### config.mk
export PLATFORM = sky130hd
export DESIGN_NAME = greedy_mis_time_forward_top
export DESIGN_NICKNAME = d
export VERILOG_FILES = /design/src/rtl/gmtf_pkg.sv /design/src/rtl/gmtf_ram.sv /design/src/rtl/gmtf_res.sv /design/src/rtl/greedy_mis_time_forward_top.sv
export VERILOG_INCLUDE_DIRS = /design/src /design/src/rtl
export SDC_FILE = /design/constraint.sdc
export NUM_CORES = 2
export LEC_CHECK = 0
export BUFFER_PORTS_ARGS = -buffer_cell sky130_fd_sc_hd__buf_2
export CORE_MARGIN = 3
export CORE_UTILIZATION = 62
export CTS_BUF_LIST = sky130_fd_sc_hd__clkbuf_8 sky130_fd_sc_hd__clkbuf_16
export CTS_CLUSTER_SIZE = 40
export DETAILED_ROUTE_END_ITERATION = 16
export PLACE_DENSITY_LB_ADDON = 0.05
export SYNTH_ARGS = -nofsm -noshare
export SYNTH_HDL_FRONTEND = slang
export SYNTH_HIERARCHICAL = 1
export SYNTH_SLANG_ARGS = --single-unit
### constraint.sdc
create_clock -name clk -period 9.9 [get_ports clk]
set_input_delay 1.98 -clock clk [delete_from_list [all_inputs] [get_ports clk]]
set_output_delay 1.98 -clock clk [all_outputs]
set_load 0.1 [all_outputs]
### src/rtl/assert_macros.svh
// assertion helpers shared by the rtl
`ifndef ASSERT_MACROS_SVH
`define ASSERT_MACROS_SVH

// clocked assertion, disabled while in reset
`define ASSERT_CLK(label, prop, msg) \
  label: assert property (@(posedge clk) disable iff (rst) prop) else $error(msg);

// condition that must never be seen at a clock edge outside reset
`define ASSERT_NEVER(label, cond, msg) \
  label: assert property (@(posedge clk) disable iff (rst) !(cond)) else $error(msg);

`endif

### src/rtl/gmtf_pkg.sv
package gmtf_pkg;

  localparam int VID_W  = 32;
  localparam int STAT_W = 2;

  localparam logic [STAT_W-1:0] ST_ADDED = 2'd0;
  localparam logic [STAT_W-1:0] ST_FULL  = 2'd1;
  localparam logic [STAT_W-1:0] ST_ORDER = 2'd2;
  localparam logic [STAT_W-1:0] ST_DONE  = 2'd3;

  localparam logic CMD_EDGE   = 1'b0;
  localparam logic CMD_FINISH = 1'b1;

  // request from the sequencer to the result stage
  typedef struct packed {
    logic              emit;
    logic              flush;
    logic [VID_W-1:0]  vertex;
    logic [STAT_W-1:0] status;
  } res_req_t;

endpackage

### src/rtl/gmtf_ram.sv
module gmtf_ram #(
  parameter int WIDTH = 33,
  parameter int DEPTH = 32
) (
  input  logic                     clk,
  input  logic                     wr_en,
  input  logic [$clog2(DEPTH)-1:0] wr_addr,
  input  logic [WIDTH-1:0]         wr_data,
  input  logic [$clog2(DEPTH)-1:0] rd_addr,
  output logic [WIDTH-1:0]         rd_data
);

  logic [WIDTH-1:0] mem [DEPTH];

  always_ff @(posedge clk) begin
    if (wr_en) begin
      mem[wr_addr] <= wr_data;
    end
    rd_data <= mem[rd_addr];
  end

endmodule

### src/rtl/gmtf_res.sv
module gmtf_res
  import gmtf_pkg::*;
(
  input  logic              clk,
  input  logic              rst,
  input  res_req_t          req,
  output logic              res_ready,
  output logic              m_tvalid,
  input  logic              m_tready,
  output logic [VID_W-1:0]  m_tdata,  // vertex_id
  output logic [STAT_W-1:0] m_tuser,  // status
  output logic              m_tlast   // last_of_run
);

  // one word is held back until we know whether it closes the run
  logic              hold_v;
  logic [VID_W-1:0]  hold_vertex;
  logic [STAT_W-1:0] hold_status;
  logic              out_free;

  assign out_free  = !m_tvalid || m_tready;
  assign res_ready = !hold_v || out_free;

  always_ff @(posedge clk) begin
    if (rst) begin
      hold_v   <= 1'b0;
      m_tvalid <= 1'b0;
    end else begin
      if (req.emit && res_ready) begin
        if (hold_v) begin
          m_tvalid <= 1'b1;
          m_tdata  <= hold_vertex;
          m_tuser  <= hold_status;
          m_tlast  <= 1'b0;
        end else if (m_tready) begin
          m_tvalid <= 1'b0;
        end
        hold_v      <= 1'b1;
        hold_vertex <= req.vertex;
        hold_status <= req.status;
      end else if (req.flush && res_ready && hold_v) begin
        m_tvalid <= 1'b1;
        m_tdata  <= hold_vertex;
        m_tuser  <= hold_status;
        m_tlast  <= 1'b1;
        hold_v   <= 1'b0;
      end else if (m_tready) begin
        m_tvalid <= 1'b0;
      end
    end
  end

endmodule

### src/rtl/greedy_mis_time_forward_top.sv
// Greedy maximal independent set over a stream of edges sorted by source.
// Pending marks live in a single-port-write, registered-read RAM; every group
// resolution is one pass over the live entries that pops the group, compacts
// the store in place and finds the next minimum. An edge of the current source
// goes straight to the push; a new source or a finish first resolves groups.
// Handing over a result waits while the output stalls. Results leave through
// a held word so tlast can close the run; ingress is taken only while the
// sequencer is idle.
`include "assert_macros.svh"

module greedy_mis_time_forward_top
  import gmtf_pkg::*;
#(
  parameter int STORE_DEPTH = 32,
  parameter int VERTEX_BITS = 32
) (
  input  logic              clk,
  input  logic              rst,
  input  logic              s_tvalid,
  output logic              s_tready,
  input  logic [63:0]       s_tdata,  // source_vertex, target_vertex
  input  logic              s_tuser,  // command
  output logic              m_tvalid,
  input  logic              m_tready,
  output logic [VID_W-1:0]  m_tdata,  // vertex_id
  output logic [STAT_W-1:0] m_tuser,  // status
  output logic              m_tlast   // last_of_run
);

  localparam int VB = VERTEX_BITS;
  localparam int AW = $clog2(STORE_DEPTH);
  localparam int CW = $clog2(STORE_DEPTH + 1);
  localparam logic [CW-1:0] DEPTH_C = CW'(STORE_DEPTH);

  typedef enum logic [5:0] {
    S_IDLE   = 6'b000001,
    S_SCAN   = 6'b000010,
    S_DECIDE = 6'b000100,
    S_EMIT   = 6'b001000,
    S_PUSH   = 6'b010000,
    S_FLUSH  = 6'b100000
  } state_t;

  state_t state, ret;

  logic [CW-1:0] cnt, r, w;
  logic          rd_v;
  logic          drain;
  logic          match_en;
  logic [VB-1:0] match_v, min_v;
  logic          flag, member;
  logic [VB-1:0] s_reg, t_reg, cur;
  logic          seen, in_set;
  logic [VID_W-1:0]  ev;
  logic [STAT_W-1:0] est;

  logic [VB-1:0] s_in, t_in;
  logic          rd_en;
  logic          wr_en;
  logic [AW-1:0] wr_addr;
  logic [VB:0]   wr_data, rd_data;
  logic          res_ready;
  res_req_t      req;

  assign s_in     = VB'(s_tdata[31:0]);
  assign t_in     = VB'(s_tdata[63:32]);
  assign s_tready = (state == S_IDLE);
  assign rd_en    = (state == S_SCAN) && (r < cnt);

  always_comb begin
    wr_en   = 1'b0;
    wr_addr = w[AW-1:0];
    wr_data = rd_data;
    if (state == S_SCAN && rd_v && !(match_en && rd_data[VB-1:0] == match_v)) begin
      wr_en = 1'b1;
    end else if (state == S_PUSH && cnt < DEPTH_C) begin
      wr_en   = 1'b1;
      wr_addr = cnt[AW-1:0];
      wr_data = {in_set, t_reg};
    end
  end

  always_comb begin
    req.emit   = (state == S_EMIT);
    req.flush  = (state == S_FLUSH);
    req.vertex = ev;
    req.status = est;
  end

  gmtf_ram #(.WIDTH(VB + 1), .DEPTH(STORE_DEPTH)) u_marks (
    .clk     (clk),
    .wr_en   (wr_en),
    .wr_addr (wr_addr),
    .wr_data (wr_data),
    .rd_addr (r[AW-1:0]),
    .rd_data (rd_data)
  );

  gmtf_res u_res (
    .clk       (clk),
    .rst       (rst),
    .req       (req),
    .res_ready (res_ready),
    .m_tvalid  (m_tvalid),
    .m_tready  (m_tready),
    .m_tdata   (m_tdata),
    .m_tuser   (m_tuser),
    .m_tlast   (m_tlast)
  );

  always_ff @(posedge clk) begin
    if (rst) begin
      state  <= S_IDLE;
      ret    <= S_IDLE;
      cnt    <= '0;
      r      <= '0;
      w      <= '0;
      rd_v   <= 1'b0;
      cur    <= '0;
      seen   <= 1'b0;
      in_set <= 1'b0;
      match_en <= 1'b0;
      drain  <= 1'b0;
    end else begin
      case (state)
        S_IDLE: begin
          if (s_tvalid) begin
            s_reg <= s_in;
            t_reg <= t_in;
            r     <= '0;
            w     <= '0;
            flag  <= 1'b0;
            min_v <= '1;
            match_en <= 1'b0;
            member   <= 1'b1;
            if (s_tuser == CMD_FINISH) begin
              drain <= 1'b1;
              state <= S_SCAN;
            end else if (seen && s_in < cur) begin
              ev    <= VID_W'(s_in);
              est   <= ST_ORDER;
              ret   <= S_FLUSH;
              state <= S_EMIT;
            end else if (t_in <= s_in) begin
              ev    <= VID_W'(t_in);
              est   <= ST_ORDER;
              ret   <= S_FLUSH;
              state <= S_EMIT;
            end else if (!seen || s_in != cur) begin
              drain <= 1'b0;
              state <= S_SCAN;
            end else begin
              state <= S_PUSH;
            end
          end
        end
        S_SCAN: begin
          rd_v <= rd_en;
          if (rd_en) begin
            r <= r + 1'b1;
          end
          if (rd_v) begin
            if (match_en && rd_data[VB-1:0] == match_v) begin
              flag <= flag | rd_data[VB];
            end else begin
              w <= w + 1'b1;
              if (rd_data[VB-1:0] < min_v) begin
                min_v <= rd_data[VB-1:0];
              end
            end
          end
          if (!rd_en && !rd_v) begin
            cnt   <= w;
            state <= S_DECIDE;
          end
        end
        S_DECIDE: begin
          r <= '0;
          w <= '0;
          if (match_en) begin
            // a group was just popped
            match_en <= 1'b0;
            if (!drain && match_v == s_reg) begin
              member <= !flag;
            end else if (!flag) begin
              ev    <= VID_W'(match_v);
              est   <= ST_ADDED;
              ret   <= S_DECIDE;
              state <= S_EMIT;
            end
          end else if (cnt != '0 && (drain || min_v <= s_reg)) begin
            match_en <= 1'b1;
            match_v  <= min_v;
            min_v    <= '1;
            flag     <= 1'b0;
            state    <= S_SCAN;
          end else if (drain) begin
            ev     <= '0;
            est    <= ST_DONE;
            ret    <= S_FLUSH;
            state  <= S_EMIT;
            cur    <= '0;
            seen   <= 1'b0;
            in_set <= 1'b0;
          end else begin
            cur    <= s_reg;
            seen   <= 1'b1;
            in_set <= member;
            if (member) begin
              ev    <= VID_W'(s_reg);
              est   <= ST_ADDED;
              ret   <= S_PUSH;
              state <= S_EMIT;
            end else begin
              state <= S_PUSH;
            end
          end
        end
        S_EMIT: begin
          if (res_ready) begin
            state <= ret;
          end
        end
        S_PUSH: begin
          if (cnt >= DEPTH_C) begin
            ev    <= VID_W'(t_reg);
            est   <= ST_FULL;
            ret   <= S_FLUSH;
            state <= S_EMIT;
          end else begin
            cnt   <= cnt + 1'b1;
            state <= S_FLUSH;
          end
        end
        S_FLUSH: begin
          if (res_ready) begin
            state <= S_IDLE;
          end
        end
        default: state <= S_IDLE;
      endcase
    end
  end

  `ASSERT_CLK(a_cnt_bound, cnt <= DEPTH_C, "pending count above store depth")
  `ASSERT_CLK(a_compact_behind, (state == S_SCAN) |-> (w <= r), "compaction overtook read")
  `ASSERT_CLK(a_push_grows, (state == S_PUSH && cnt < DEPTH_C) |=> (cnt == $past(cnt) + 1'b1),
    "push did not grow the store")
  `ASSERT_NEVER(a_no_rw_clash, wr_en && rd_en && wr_addr == r[AW-1:0], "write hit read address")

endmodule
==> reports/metrics.cfg <==
[synth]
synthSimpleGateAreaFrac_pct = 5.957
synth_top_family_by_area = multiplexers
synthAdderAreaFrac_pct = 2.960
synth_enable_flop_cells = 1289
synth_nets = 4018
yosys_register_bits = 1389
synth_compound_area_share_pct = 7.197
ys_types = 68
yosys-top-cells-area = edfxtp_1, mux2i_1, dfxtp_1, ha_1, a21oi_1
yosys.area.top_type = edfxtp_1
synth_top_area_share_pct = 67.33
yosysWarnings = 6
yosys_most_used_dff = edfxtp_1
synth_xor_xnor_area_share_pct = 1.097
syn_inst = 3813
syn-mean-instance-area_um2 = 15.08
synth.mux.area_fraction_pct = 9.213
ys_seq_area_share_pct = 70.81
async_reset_ff_share_pct = 0
syn_area_um2 = 57490

[floorplan]
coreArea_um2 = 91800
fp.dieW_um = 310.5
pin_count = 106
num_rows = 111
die_height_um = 310.5
initial_core_util_pct = 62.62
dieArea_um2 = 96420

[global_route]
grt_pass1_wl_um = 213800
first_global_vias = 33180
antenna_found_initial = 3
grt_max_degree = 132
overflow = 0
grt_usage_pct = 29.88

[layout]
area_growth_pct = 11.37
fin_nets = 4146
drive_above_1_share_pct = 10.93
largest_reg_flops = 1056
reg.largest.list = u_marks/mem: 1056 flops, u_marks/rd_data: 33 flops
regMostFlops = u_marks/mem
utilization_pct = 69.75

[cts]
root_buffer = clkbuf_16
cts_made_buffers = 141
cts.clk_slew.worst_paths_ns = 0.06
cts_resized = 0
htree_levels = 4
clk-insertion-delay-late_ns = 0.74
hold_buffers = 0
post_cts_buffers = 0
clk_path_buf_depth = 3
clock_sinks = 1389
cts_tree = yes

[route]
vias = 33480
drt_pass1_iterations = 6
via_per_inst = 6.321
drc = 0
drt-initial-drc-count = 3541
drt-total-wl_um = 143900
wl_per_cell_um = 27.17
postRouteAntennaNets = 0

[job]
drv_cap = 0

[power]
p_leak_nw = 20.91
ir_drop_uv = 165.8
p_per_area_nw_per_um2 = 193.3
p_switching_mw = 2.644
seq_power_share_pct = 53.1
p_int_mw = 9.734
pwr-share-clk_pct = 42.4
p_total_mw = 12.38
comb_power_share_pct = 4.4
sw_frac_of_total_pct = 21.36

[critical_path]
path_max_fanout = 34
cp_slowest_cell = nor2_4
critPathBufInv = 1
crit_family = simple AND/OR/NAND/NOR gates
max_stage_delay_ns = 0.86
worstPathCellList = buf_2 > ha_1 > a21oi_1 > o21ai_0 > a221o_1 > o21a_1 > or4_1 > a21oi_1 > nand2_1 > nor2_4
end_kind = register
required_ns = 10.25
r2r_slack_ns = 4.56
crit_path_frequent_cell = a21oi_1
cp-start-kind = primary input
crit_arrival_ns = 5.97
critical_path_class = in -> reg

[placed_design]
dp_hpwl_um = 84870
dp_slack_ns = 3.537
io_buffers = 105
gp_congestion = 0.9331

[sta]
layout_setup_ws_ns = 4.277
finalHoldViolCount = 0
clock-skew-final_ns = 0.03049
relSlewSlack_pct = 17.18
drv_slew = 0
fin_setup_tns_ns = 0
setup_viol = 0
clock.fmax_mhz = 177.8
period_minus_slack_ns = 5.623
rsz0062_at_grt = false
finalCritPeriodShare_pct = 56.80
worstMarginPinSlew_ns = 1.242
holdWs_ns = 0.4144

[min_path]
min_path_type = reg -> reg

[outcome]
status = finished, final reports clean

-- worst paths after layout --
check | start | to | depth (start not counted)
setup / recovery | s_tdata[9] | ev[24] | 10
hold / removal | u_res/hold_vertex[27] | u_res/m_tdata[27] | 0
setup reg to reg | state[1] | u_marks/mem[19][24] | 9
hold reg to reg | u_res/hold_vertex[27] | u_res/m_tdata[27] | 0
-- cell usage in the layout, fill, tap and decap left out, types with 7 or more instances in the layout --
cell type,count
mux2i_1,528
a22o_1,67
edfxtp_1,1289
buf_2,105
clkbuf_16,144
nand2b_1,39
nand3_1,127
xor2_1,68
a31oi_1,37
o21ai_0,58
ha_1,136
nand3b_1,13
nor4_1,23
nor2_4,36
a221o_1,31
nand2_1,288
a22oi_1,133
nor3_1,48
bufinv_16,15
nor2_1,81
nand4_1,34
a21o_1,20
clkinv_1,23
buf_4,63
dfxtp_1,99
clkinv_2,21
a21oi_1,230
a211oi_1,7
inv_1,171
clkbuf_8,7
-- cell usage after synthesis (4+ instances only) --
cell type	n
edfxtp_1	1289
mux2i_1	528
nand2_1	289
a21oi_1	230
inv_1	143
ha_1	136
a22oi_1	133
nand3_1	127
nor2_1	120
dfxtp_1	100
clkbuf_1	84
xor2_1	68
a22o_1	67
o21ai_0	58
nor3_1	49
nand2b_1	41
buf_2	38
a31oi_1	37
nand4_1	34
a221o_1	31
nor4_1	24
buf_6	23
buf_4	21
a21o_1	20
buf_1	15
nand3b_1	13
a211oi_1	8
nor2b_1	8
a221oi_1	4
a222oi_1	4
and3_1	4
buf_8	4
nor3b_1	4
o211ai_1	4
o31ai_1	4
xnor2_1	4
-- power groups by stage --
stage	Combinational (mW)	Sequential, mW	Clock [mW]
floorplan	0.374	6.64	0
global placement	0.530	6.69	0
detailed placement	0.546	6.69	0
CTS	0.549	6.57	5.33
global route	0.602	6.58	5.57
finish	0.550	6.57	5.25
-- cell type report --
type                    count  area (µm²)
multi-input cells        2094       15530
clock buffers             151        3700
inverters                 143       536.8
repair buffers            172        1079
fillers                  6153       27770
well taps                1243        1555
clock inverters           103       908.4
flip-flops and latches   1389       40710
diodes                      1       2.502
-- cell families (layout without fill, tap and decap cells) --
group | after synthesis | count (layout)
muxes | 529 | 529
and+or+nand+nor | 733 | 733
adders and majority gates | 136 | 136
xor gates and xnor gates | 72 | 72
AOI/OAI and AO/OA | 624 | 624
buffers and inverters | 330 | 569
other | 0 | 1
DFF | 1389 | 1389
-- layer usage --
metal	routed length, µm	share of wire [%]	vias up	GRT usage (%)
li1	-	-	14900	-
met4	4745	3.3	0	11.32
met5	0	0	-	0
met3	10800	7.5	269	5.022
met1	58100	40	16890	40.58
met2	70240	49	1420	49.00
-- stage by stage --
| step | area, µm² | cells |
|---|---|---|
| final | 64030 | 5296 |
| after global routing | 64030 | 5295 |
| after CTS | 64030 | 5295 |
| after detailed placement | 59420 | 5041 |
| after global placement | 59420 | 5041 |
| after floorplan | 57490 | 3813 |
-- worst reg2reg max path, cell delays in order, from the launching register on --
cell and delay [ns]:
dfxtp_1 0.44, nor4_1 0.46, and3b_1 0.23, buf_4 0.40
nand2_1 0.23, buf_4 0.35, o21ai_0 0.52, nand3_1 0.80
nor2_4 0.99, buf_4 0.56
No activity file was read; power rests on OpenSTA's default activity.
